## src/rtl/core/bbcm_pkg.sv

```systemverilog
package bbcm_pkg;

  localparam int unsigned SlotLimit = 32;
  localparam logic [7:0] CountMax = 8'hFF;

  typedef enum logic [1:0] {
    KindGet     = 2'd0,
    KindRelease = 2'd1,
    KindPin     = 2'd2,
    KindUnpin   = 2'd3
  } kind_e;

  typedef enum logic [1:0] {
    StatusOk       = 2'd0,
    StatusNoFree   = 2'd1,
    StatusNotInUse = 2'd2,
    StatusCount    = 2'd3
  } status_e;

  typedef enum logic [1:0] {
    StIdle,
    StScan,
    StApply
  } ctrl_state_e;

  typedef struct packed {
    kind_e       kind;
    logic [7:0]  device_number;
    logic [31:0] block_number;
    logic [4:0]  slot;
  } req_t;

  typedef struct packed {
    status_e    status;
    logic [4:0] granted_slot;
    logic       was_hit;
    logic       read_needed;
    logic       entry_freed;
  } rsp_t;

  typedef struct packed {
    logic load;
    logic scan;
    logic commit;
  } dp_cmd_t;

  typedef struct packed {
    logic scan_done;
    logic out_free;
  } dp_stat_t;

endpackage

```

## src/rtl/core/block_buffer_cache_manager.sv

```systemverilog
// Reference-counted block buffer cache with min(BUFFER_COUNT, 32) entries, tagged by
// device and block number. A get scans the tag memory one entry per cycle, stopping at
// the first in-use match and noting the lowest free entry, then moves to the apply step;
// release, pin and unpin go straight from idle to the apply step, which waits for a free
// output register. One word is worked on at a time, and a new word is taken while
// the previous result waits in the output register.
module block_buffer_cache_manager import bbcm_pkg::*; #(
  parameter int unsigned BUFFER_COUNT = 32
) (
  input  logic clk_i,
  input  logic rst_ni,
  input  logic in_valid_i,
  output logic in_ready_o,
  input  req_t in_req_i,
  output logic out_valid_o,
  input  logic out_ready_i,
  output rsp_t out_rsp_o
);

  dp_cmd_t  cmd;
  dp_stat_t stat;

  bbcm_ctrl u_ctrl (
    .clk_i      (clk_i),
    .rst_ni     (rst_ni),
    .in_valid_i (in_valid_i),
    .in_kind_i  (in_req_i.kind),
    .in_ready_o (in_ready_o),
    .stat_i     (stat),
    .cmd_o      (cmd)
  );

  bbcm_dp #(
    .BUFFER_COUNT (BUFFER_COUNT)
  ) u_dp (
    .clk_i       (clk_i),
    .rst_ni      (rst_ni),
    .in_req_i    (in_req_i),
    .cmd_i       (cmd),
    .stat_o      (stat),
    .out_valid_o (out_valid_o),
    .out_ready_i (out_ready_i),
    .out_rsp_o   (out_rsp_o)
  );

endmodule

```

## src/rtl/core/bbcm_ctrl.sv

```systemverilog
module bbcm_ctrl import bbcm_pkg::*; (
  input  logic     clk_i,
  input  logic     rst_ni,
  input  logic     in_valid_i,
  input  kind_e    in_kind_i,
  output logic     in_ready_o,
  input  dp_stat_t stat_i,
  output dp_cmd_t  cmd_o
);

  ctrl_state_e state_q, state_d;

  always_ff @(posedge clk_i or negedge rst_ni) begin
    if (!rst_ni) begin
      state_q <= StIdle;
    end else begin
      state_q <= state_d;
    end
  end

  always_comb begin
    state_d    = state_q;
    cmd_o      = '0;
    in_ready_o = 1'b0;
    unique case (state_q)
      StIdle: begin
        in_ready_o = 1'b1;
        if (in_valid_i) begin
          cmd_o.load = 1'b1;
          state_d    = (in_kind_i == KindGet) ? StScan : StApply;
        end
      end
      StScan: begin
        cmd_o.scan = 1'b1;
        if (stat_i.scan_done) begin
          state_d = StApply;
        end
      end
      StApply: begin
        if (stat_i.out_free) begin
          cmd_o.commit = 1'b1;
          state_d      = StIdle;
        end
      end
      default: begin
        state_d = StIdle;
      end
    endcase
  end

endmodule

```

## src/rtl/core/bbcm_dp.sv

```systemverilog
module bbcm_dp import bbcm_pkg::*; #(
  parameter int unsigned BUFFER_COUNT = 32
) (
  input  logic     clk_i,
  input  logic     rst_ni,
  input  req_t     in_req_i,
  input  dp_cmd_t  cmd_i,
  output dp_stat_t stat_o,
  output logic     out_valid_o,
  input  logic     out_ready_i,
  output rsp_t     out_rsp_o
);

  localparam int unsigned Usable = (BUFFER_COUNT < SlotLimit) ? BUFFER_COUNT : SlotLimit;
  localparam int unsigned IdxW   = $clog2(Usable);
  localparam int unsigned CtrW   = $clog2(Usable + 1);
  localparam int unsigned TagW   = 40;

  req_t              req_q;
  logic [TagW-1:0]   tag_mem [Usable];
  logic [TagW-1:0]   tag_rd_q;
  logic [IdxW-1:0]   rd_idx_q;
  logic              rd_vld_q;
  logic [CtrW-1:0]   ctr_q;
  logic              hit_fnd_q, free_fnd_q;
  logic [IdxW-1:0]   hit_idx_q, free_idx_q;
  logic [Usable-1:0] in_use_q, valid_q;
  logic [7:0]        count_q [Usable];
  logic              out_valid_q;
  rsp_t              out_rsp_q;

  logic            issue, ev, match_now, free_now;
  logic [TagW-1:0] req_tag;
  logic [IdxW-1:0] e_idx;
  logic            slot_ok;
  logic [7:0]      cnt;
  rsp_t            rsp;
  logic            wr_cnt, wr_alloc, wr_valid, wr_free;
  logic [7:0]      cnt_new;

  assign req_tag   = {req_q.device_number, req_q.block_number};
  assign ev        = rd_vld_q && !hit_fnd_q;
  assign match_now = ev && in_use_q[rd_idx_q] && (tag_rd_q == req_tag);
  assign free_now  = ev && !in_use_q[rd_idx_q] && !free_fnd_q;
  assign issue     = cmd_i.scan && !hit_fnd_q && !match_now && (ctr_q != CtrW'(Usable));

  assign stat_o.scan_done = hit_fnd_q || ((ctr_q == CtrW'(Usable)) && !rd_vld_q);
  assign stat_o.out_free  = !out_valid_q || out_ready_i;

  always_ff @(posedge clk_i) begin
    if (cmd_i.load) begin
      req_q <= in_req_i;
    end
    if (issue) begin
      tag_rd_q <= tag_mem[ctr_q[IdxW-1:0]];
      rd_idx_q <= ctr_q[IdxW-1:0];
    end
    if (wr_alloc) begin
      tag_mem[e_idx] <= req_tag;
    end
    if (match_now) begin
      hit_idx_q <= rd_idx_q;
    end
    if (free_now) begin
      free_idx_q <= rd_idx_q;
    end
    if (cmd_i.commit) begin
      out_rsp_q <= rsp;
    end
  end

  always_ff @(posedge clk_i or negedge rst_ni) begin
    if (!rst_ni) begin
      ctr_q      <= '0;
      rd_vld_q   <= 1'b0;
      hit_fnd_q  <= 1'b0;
      free_fnd_q <= 1'b0;
    end else if (cmd_i.load) begin
      ctr_q      <= '0;
      rd_vld_q   <= 1'b0;
      hit_fnd_q  <= 1'b0;
      free_fnd_q <= 1'b0;
    end else begin
      rd_vld_q <= issue;
      if (issue) begin
        ctr_q <= ctr_q + 1'b1;
      end
      if (match_now) begin
        hit_fnd_q <= 1'b1;
      end
      if (free_now) begin
        free_fnd_q <= 1'b1;
      end
    end
  end

  assign slot_ok = ({1'b0, req_q.slot} < 6'(Usable));
  assign e_idx   = (req_q.kind != KindGet) ? req_q.slot[IdxW-1:0] :
                   (hit_fnd_q ? hit_idx_q : free_idx_q);
  assign cnt     = count_q[e_idx];

  always_comb begin
    rsp              = '0;
    rsp.status       = StatusOk;
    rsp.granted_slot = req_q.slot;
    wr_cnt           = 1'b0;
    wr_alloc         = 1'b0;
    wr_valid         = 1'b0;
    wr_free          = 1'b0;
    cnt_new          = cnt;
    if (req_q.kind == KindGet) begin
      if (hit_fnd_q) begin
        rsp.granted_slot = 5'(e_idx);
        rsp.was_hit      = 1'b1;
        if (cnt == CountMax) begin
          rsp.status = StatusCount;
        end else begin
          wr_cnt           = 1'b1;
          cnt_new          = cnt + 8'd1;
          rsp.read_needed  = !valid_q[e_idx];
          wr_valid         = !valid_q[e_idx];
        end
      end else if (free_fnd_q) begin
        rsp.granted_slot = 5'(e_idx);
        wr_alloc         = 1'b1;
        wr_cnt           = 1'b1;
        cnt_new          = 8'd1;
        rsp.read_needed  = 1'b1;
        wr_valid         = 1'b1;
      end else begin
        rsp.status       = StatusNoFree;
        rsp.granted_slot = '0;
      end
    end else if (!slot_ok || !in_use_q[e_idx]) begin
      rsp.status = StatusNotInUse;
    end else if (req_q.kind == KindPin) begin
      if (cnt == CountMax) begin
        rsp.status = StatusCount;
      end else begin
        wr_cnt  = 1'b1;
        cnt_new = cnt + 8'd1;
      end
    end else if (cnt == 8'd0) begin
      rsp.status = StatusCount;
    end else begin
      wr_cnt  = 1'b1;
      cnt_new = cnt - 8'd1;
      if (req_q.kind == KindRelease && cnt == 8'd1) begin
        wr_free         = 1'b1;
        rsp.entry_freed = 1'b1;
      end
    end
    wr_cnt   = wr_cnt && cmd_i.commit;
    wr_alloc = wr_alloc && cmd_i.commit;
    wr_valid = wr_valid && cmd_i.commit;
    wr_free  = wr_free && cmd_i.commit;
  end

  always_ff @(posedge clk_i or negedge rst_ni) begin
    if (!rst_ni) begin
      in_use_q    <= '0;
      valid_q     <= '0;
      out_valid_q <= 1'b0;
      for (int i = 0; i < Usable; i++) begin
        count_q[i] <= '0;
      end
    end else begin
      if (wr_cnt) begin
        count_q[e_idx] <= cnt_new;
      end
      if (wr_alloc) begin
        in_use_q[e_idx] <= 1'b1;
      end
      if (wr_free) begin
        in_use_q[e_idx] <= 1'b0;
      end
      if (wr_valid) begin
        valid_q[e_idx] <= 1'b1;
      end
      if (cmd_i.commit) begin
        out_valid_q <= 1'b1;
      end else if (out_ready_i) begin
        out_valid_q <= 1'b0;
      end
    end
  end

  assign out_valid_o = out_valid_q;
  assign out_rsp_o   = out_rsp_q;

endmodule
```

## config.mk

```make
export PLATFORM = sky130hd
export DESIGN_NAME = block_buffer_cache_manager
export DESIGN_NICKNAME = d
export VERILOG_FILES = /design/src/rtl/core/bbcm_pkg.sv /design/src/rtl/core/block_buffer_cache_manager.sv /design/src/rtl/core/bbcm_ctrl.sv /design/src/rtl/core/bbcm_dp.sv
export SDC_FILE = /design/constraint.sdc
export NUM_CORES = 2
export LEC_CHECK = 0
export ABC_AREA = 1
export BUFFER_PORTS_ARGS = -buffer_cell sky130_fd_sc_hd__buf_2
export CAP_MARGIN = 20
export CELL_PAD_IN_SITES_DETAIL_PLACEMENT = 0
export CELL_PAD_IN_SITES_GLOBAL_PLACEMENT = 2
export CORE_MARGIN = 3
export CORE_UTILIZATION = 43
export DETAILED_ROUTE_END_ITERATION = 10
export PLACE_DENSITY_LB_ADDON = 0.1
export SLEW_MARGIN = 20
export SYNTH_ARGS = -nofsm -noshare
export SYNTH_HDL_FRONTEND = slang
export SYNTH_SLANG_ARGS = --single-unit
```

## constraint.sdc

```tcl
create_clock -name clk_i -period 6.05 [get_ports clk_i]
set_clock_uncertainty 0.2 [all_clocks]
set_input_delay 0 -clock clk_i [delete_from_list [all_inputs] [get_ports clk_i]]
set_output_delay 0 -clock clk_i [all_outputs]
set_load 0.05 [all_outputs]
```

==> out/results.tsv <==
stage	metric	value	unit
detailed_routing	DR WL/cell	26.4	um
logic_synthesis	Yosys top cell area share	0.583	
grt	total global-route track usage	0.269	
logic_synthesis	YS warnings	0	
setup_path	CP Class	flop to flop	
grt	global route total overflow	0	
logic_synthesis	Primary FF master, synth	edfxtp_1	
power	P_leak	31.2	nW
timing	unrepaired setup endpoints after global routing	no	
timing	Worst Tran Pin Value	1110	ps
die	DIE WIDTH	414	um
timing	total negative setup slack	0	ps
finish	Area Growth Syn to Fin	14.8	%
cts	CTS buffer count	187	
cts	post-cts sizing count	0	
cts	CTS tree	done	
setup_path	r2r worst-path depth	23	
grt	global-route wire length before repair	340	mm
detailed_routing	number of vias per cell	5.61	
min_path	worst min-delay path category	input port to asynchronous set/reset pin	
run_status	status	complete, no violations	
logic_synthesis	register bit total from synthesis	1724	
timing	Min Clock Period, post-route	5060	ps
setup_path	required time of the critical path	6570	ps
power	Peak VDD IR	0.326	mV
die	Die Ht	414	um
setup_path	R2R Setup Slk	990	ps
detailed_routing	drt total wl	234	mm
setup_path	Reg2Reg Capture Point	u_dp.count_q[53]	
setup_path	CP delay by family, top	simple AND/OR/NAND/NOR gates	
placement	Cells after DPL	8442	
cts	htree depth	4	
logic_synthesis	synth top area cells	edfxtp_1 58%, dfrtp_1 12%, nand2_1 8.2%	
logic_synthesis	Post-synth EDFFs	1392	
finish	commonest non-fill, non-tap cells in the layout	1561 x nand2_1, 1392 x edfxtp_1, 820 x nor2_1	
setup_path	crit path max fanout	32	
cts	clk buf depth	3	
setup_path	Slowest Stage Delay on Critical Path	550	ps
logic_synthesis	Post-synth ARST share	0.193	
die	Die ar.	172000	um^2
flow_run	Max-cap violations	0	
logic_synthesis	Netlist Area Pre-Place	71700	um^2
setup_path	CP cell instances	nor2_4, buf_4, nand2_1, o21ai_1, nand2_1, nor2_1, buf_4, nand3_1, nand2_1, nor2_1, nand2_1, ha_1, nand2_2, nor2_2, nand2_2, nand3_1, nand2_1, nand3_1, nand2_1, nand2_1, buf_4, nand2_1, nand2_1	
detailed_routing	DRC viols	0	
logic_synthesis	syn_nets	6443	
setup_path	reg2reg start	u_dp.req_q[45]	
cts	hold buffers post-CTS	101	
die	Core ar.	165000	um^2
setup_path	critical path arrival	5590	ps
setup_path	crit path buf inv count	3	
timing	relative slew slack	0.261	
grt	largest net degree at the start of global routing	181	
timing	period utilisation layout	0.837	
cts	Num Clock Sinks	1724	
cts	buffer count from post-CTS setup fixing	0	
finish	# nets final	6599	
finish	commonest non-fill, non-tap cell in the layout	nand2_1	
finish	layout cells sized above 1	0.100	
logic_synthesis	Synth area leader	edfxtp_1	
setup_path	CP max-delay cell	buf_4	
timing	Final Slew Violations	0	
timing	endpoints failing setup	0	
logic_synthesis	Netlist cell types	54	
logic_synthesis	Gate Count Post-Synth	6387	
logic_synthesis	Seq/Total Area, Yosys	0.698	
logic_synthesis	Mean Syn Cell Area	11.2	um^2
detailed_routing	Pre-antenna DRT Iters	5	
finish	fill count	14700	
timing	final hold viol count	0	
finish	Layout Cells excl Fill	8880	
cts	Worst-Skew Late Latency	830	ps
detailed_routing	First DRT Iteration DRCs	5111	
timing	top achievable clock speed	197	MHz
die	Row Count	149	
power	power per cell area	386	nW/um^2
placement	Placer Congestion	0.804	
placement	# port buffers	62	
setup_path	CP most frequent cell	nand2_1	
setup_path	CP Capture Type	flop	
die	I/O pin total	63	
detailed_routing	Vias	49800	
cts	CTS Root Cell	clkbuf_16	
cts	Clk pin slew, worst setup/hold paths	60	ps
setup_path	Setup crit start kind	flop	
die	Starting Density	0.434	
detailed_routing	DRT antenna net count	0	
placement	dpl hpwl	130	mm
grt	initial antenna violation count	5	
grt	vias in the first global route	47800	
[kinds of logic after synthesis]
logic type,Yosys count,share of synthesized area
XOR/XNOR,17,0.00208
buffers and inverters,633,0.0387
AO/OA/AOI/OAI,1245,0.102
AND/OR/NAND/NOR,2763,0.158
adder cells (fa/ha/maj),5,0.000872
flip-flops,1724,0.698
[power breakdown]
part / total, W / switching (W) / internal (W)
Sequential: 0.0139 / 0.000312 / 0.0136
Clock: 0.0112 / 0.00479 / 0.00640
Combinational: 0.00676 / 0.00496 / 0.00180
[synthesized netlist by cell type, types with 15 or more instances]
library cell / number
inv_4: 30
inv_1: 206
a31oi_1: 23
nor3_1: 30
xor2_1: 15
clkbuf_1: 263
nand3_1: 194
nand4_1: 20
buf_1: 20
o221ai_1: 93
buf_4: 15
buf_6: 19
a32oi_1: 40
buf_2: 60
edfxtp_1: 1392
o21ai_0: 705
o22ai_1: 263
nor2_1: 855
a21oi_1: 57
nand2_1: 1567
a221oi_1: 40
dfrtp_1: 332
nand3_4: 30
[through the flow]
step	area [um^2]	util	total power [W]	hold WS [ps]	worst slack, ps
final	82400	0.498	0.0318	193	985
after global routing	82400	0.498	0.0332	183	701
after CTS	82400	0.498	0.0320	131	928
after detailed placement	75400	0.456	0.0208	-169	965
after global placement	75400	0.456	0.0208	-172	1010
after floorplan	71700	-	0.0183	-496	1590
[worst register-to-register path: cells and delay by family, from the launching register on]
family	cells	cell delay, ps
simple gates	18	2610
fa+ha+maj	1	270
buf+inv	3	1110
flops	1	460
compound gates	1	360
[registers in the layout, indices dropped and copies added, names as in the netlist, named ones only]
register,count
u_ctrl.state_q,2
u_dp.count_q,256
u_dp.ctr_q,6
u_dp.free_fnd_q,1
u_dp.free_idx_q,5
u_dp.hit_fnd_q,1
u_dp.hit_idx_q,5
u_dp.out_rsp_o,10
u_dp.out_valid_o,1
u_dp.rd_idx_q,5
u_dp.rd_vld_q,1
u_dp.req_q,47
u_dp.tag_mem,1280
u_dp.tag_rd_q,40
u_dp.valid_q,32
[final cells by class]
class,count,area (um^2),area share
clock buffers,244,5070,0.0615
well taps,2189,2740,0.0332
inverters,253,1050,0.0128
flip-flops and latches,1724,50100,0.608
multi-input cells,4030,19200,0.233
diodes,1,2.50,0.0000304
repair buffers,347,3340,0.0406
clock inverters,92,890,0.0108
[worst max path at each step]
stage / from / end / slack, ps / cells past startpoint
floorplan: u_dp.req_q[46] / u_dp.tag_mem[0][0] / 1590 / 13
detailed placement: u_dp.req_q[45] / u_dp.count_q[53] / 970 / 23
finish: u_dp.req_q[45] / u_dp.count_q[53] / 990 / 23
global route: u_dp.req_q[45] / u_dp.count_q[45] / 700 / 23
global placement: u_dp.req_q[45] / u_dp.valid_q[24] / 1010 / 16
CTS: u_dp.req_q[45] / u_dp.count_q[53] / 930 / 23
[layer usage]
layer	track usage	routed length, um	vias up
li1	-	-	22800
met1	0.364	100000	25100
met2	0.450	114000	1490
met3	0.0321	11700	388
met4	0.0900	8040	0
met5	0	0	-
(Power assumes the default switching activity.)
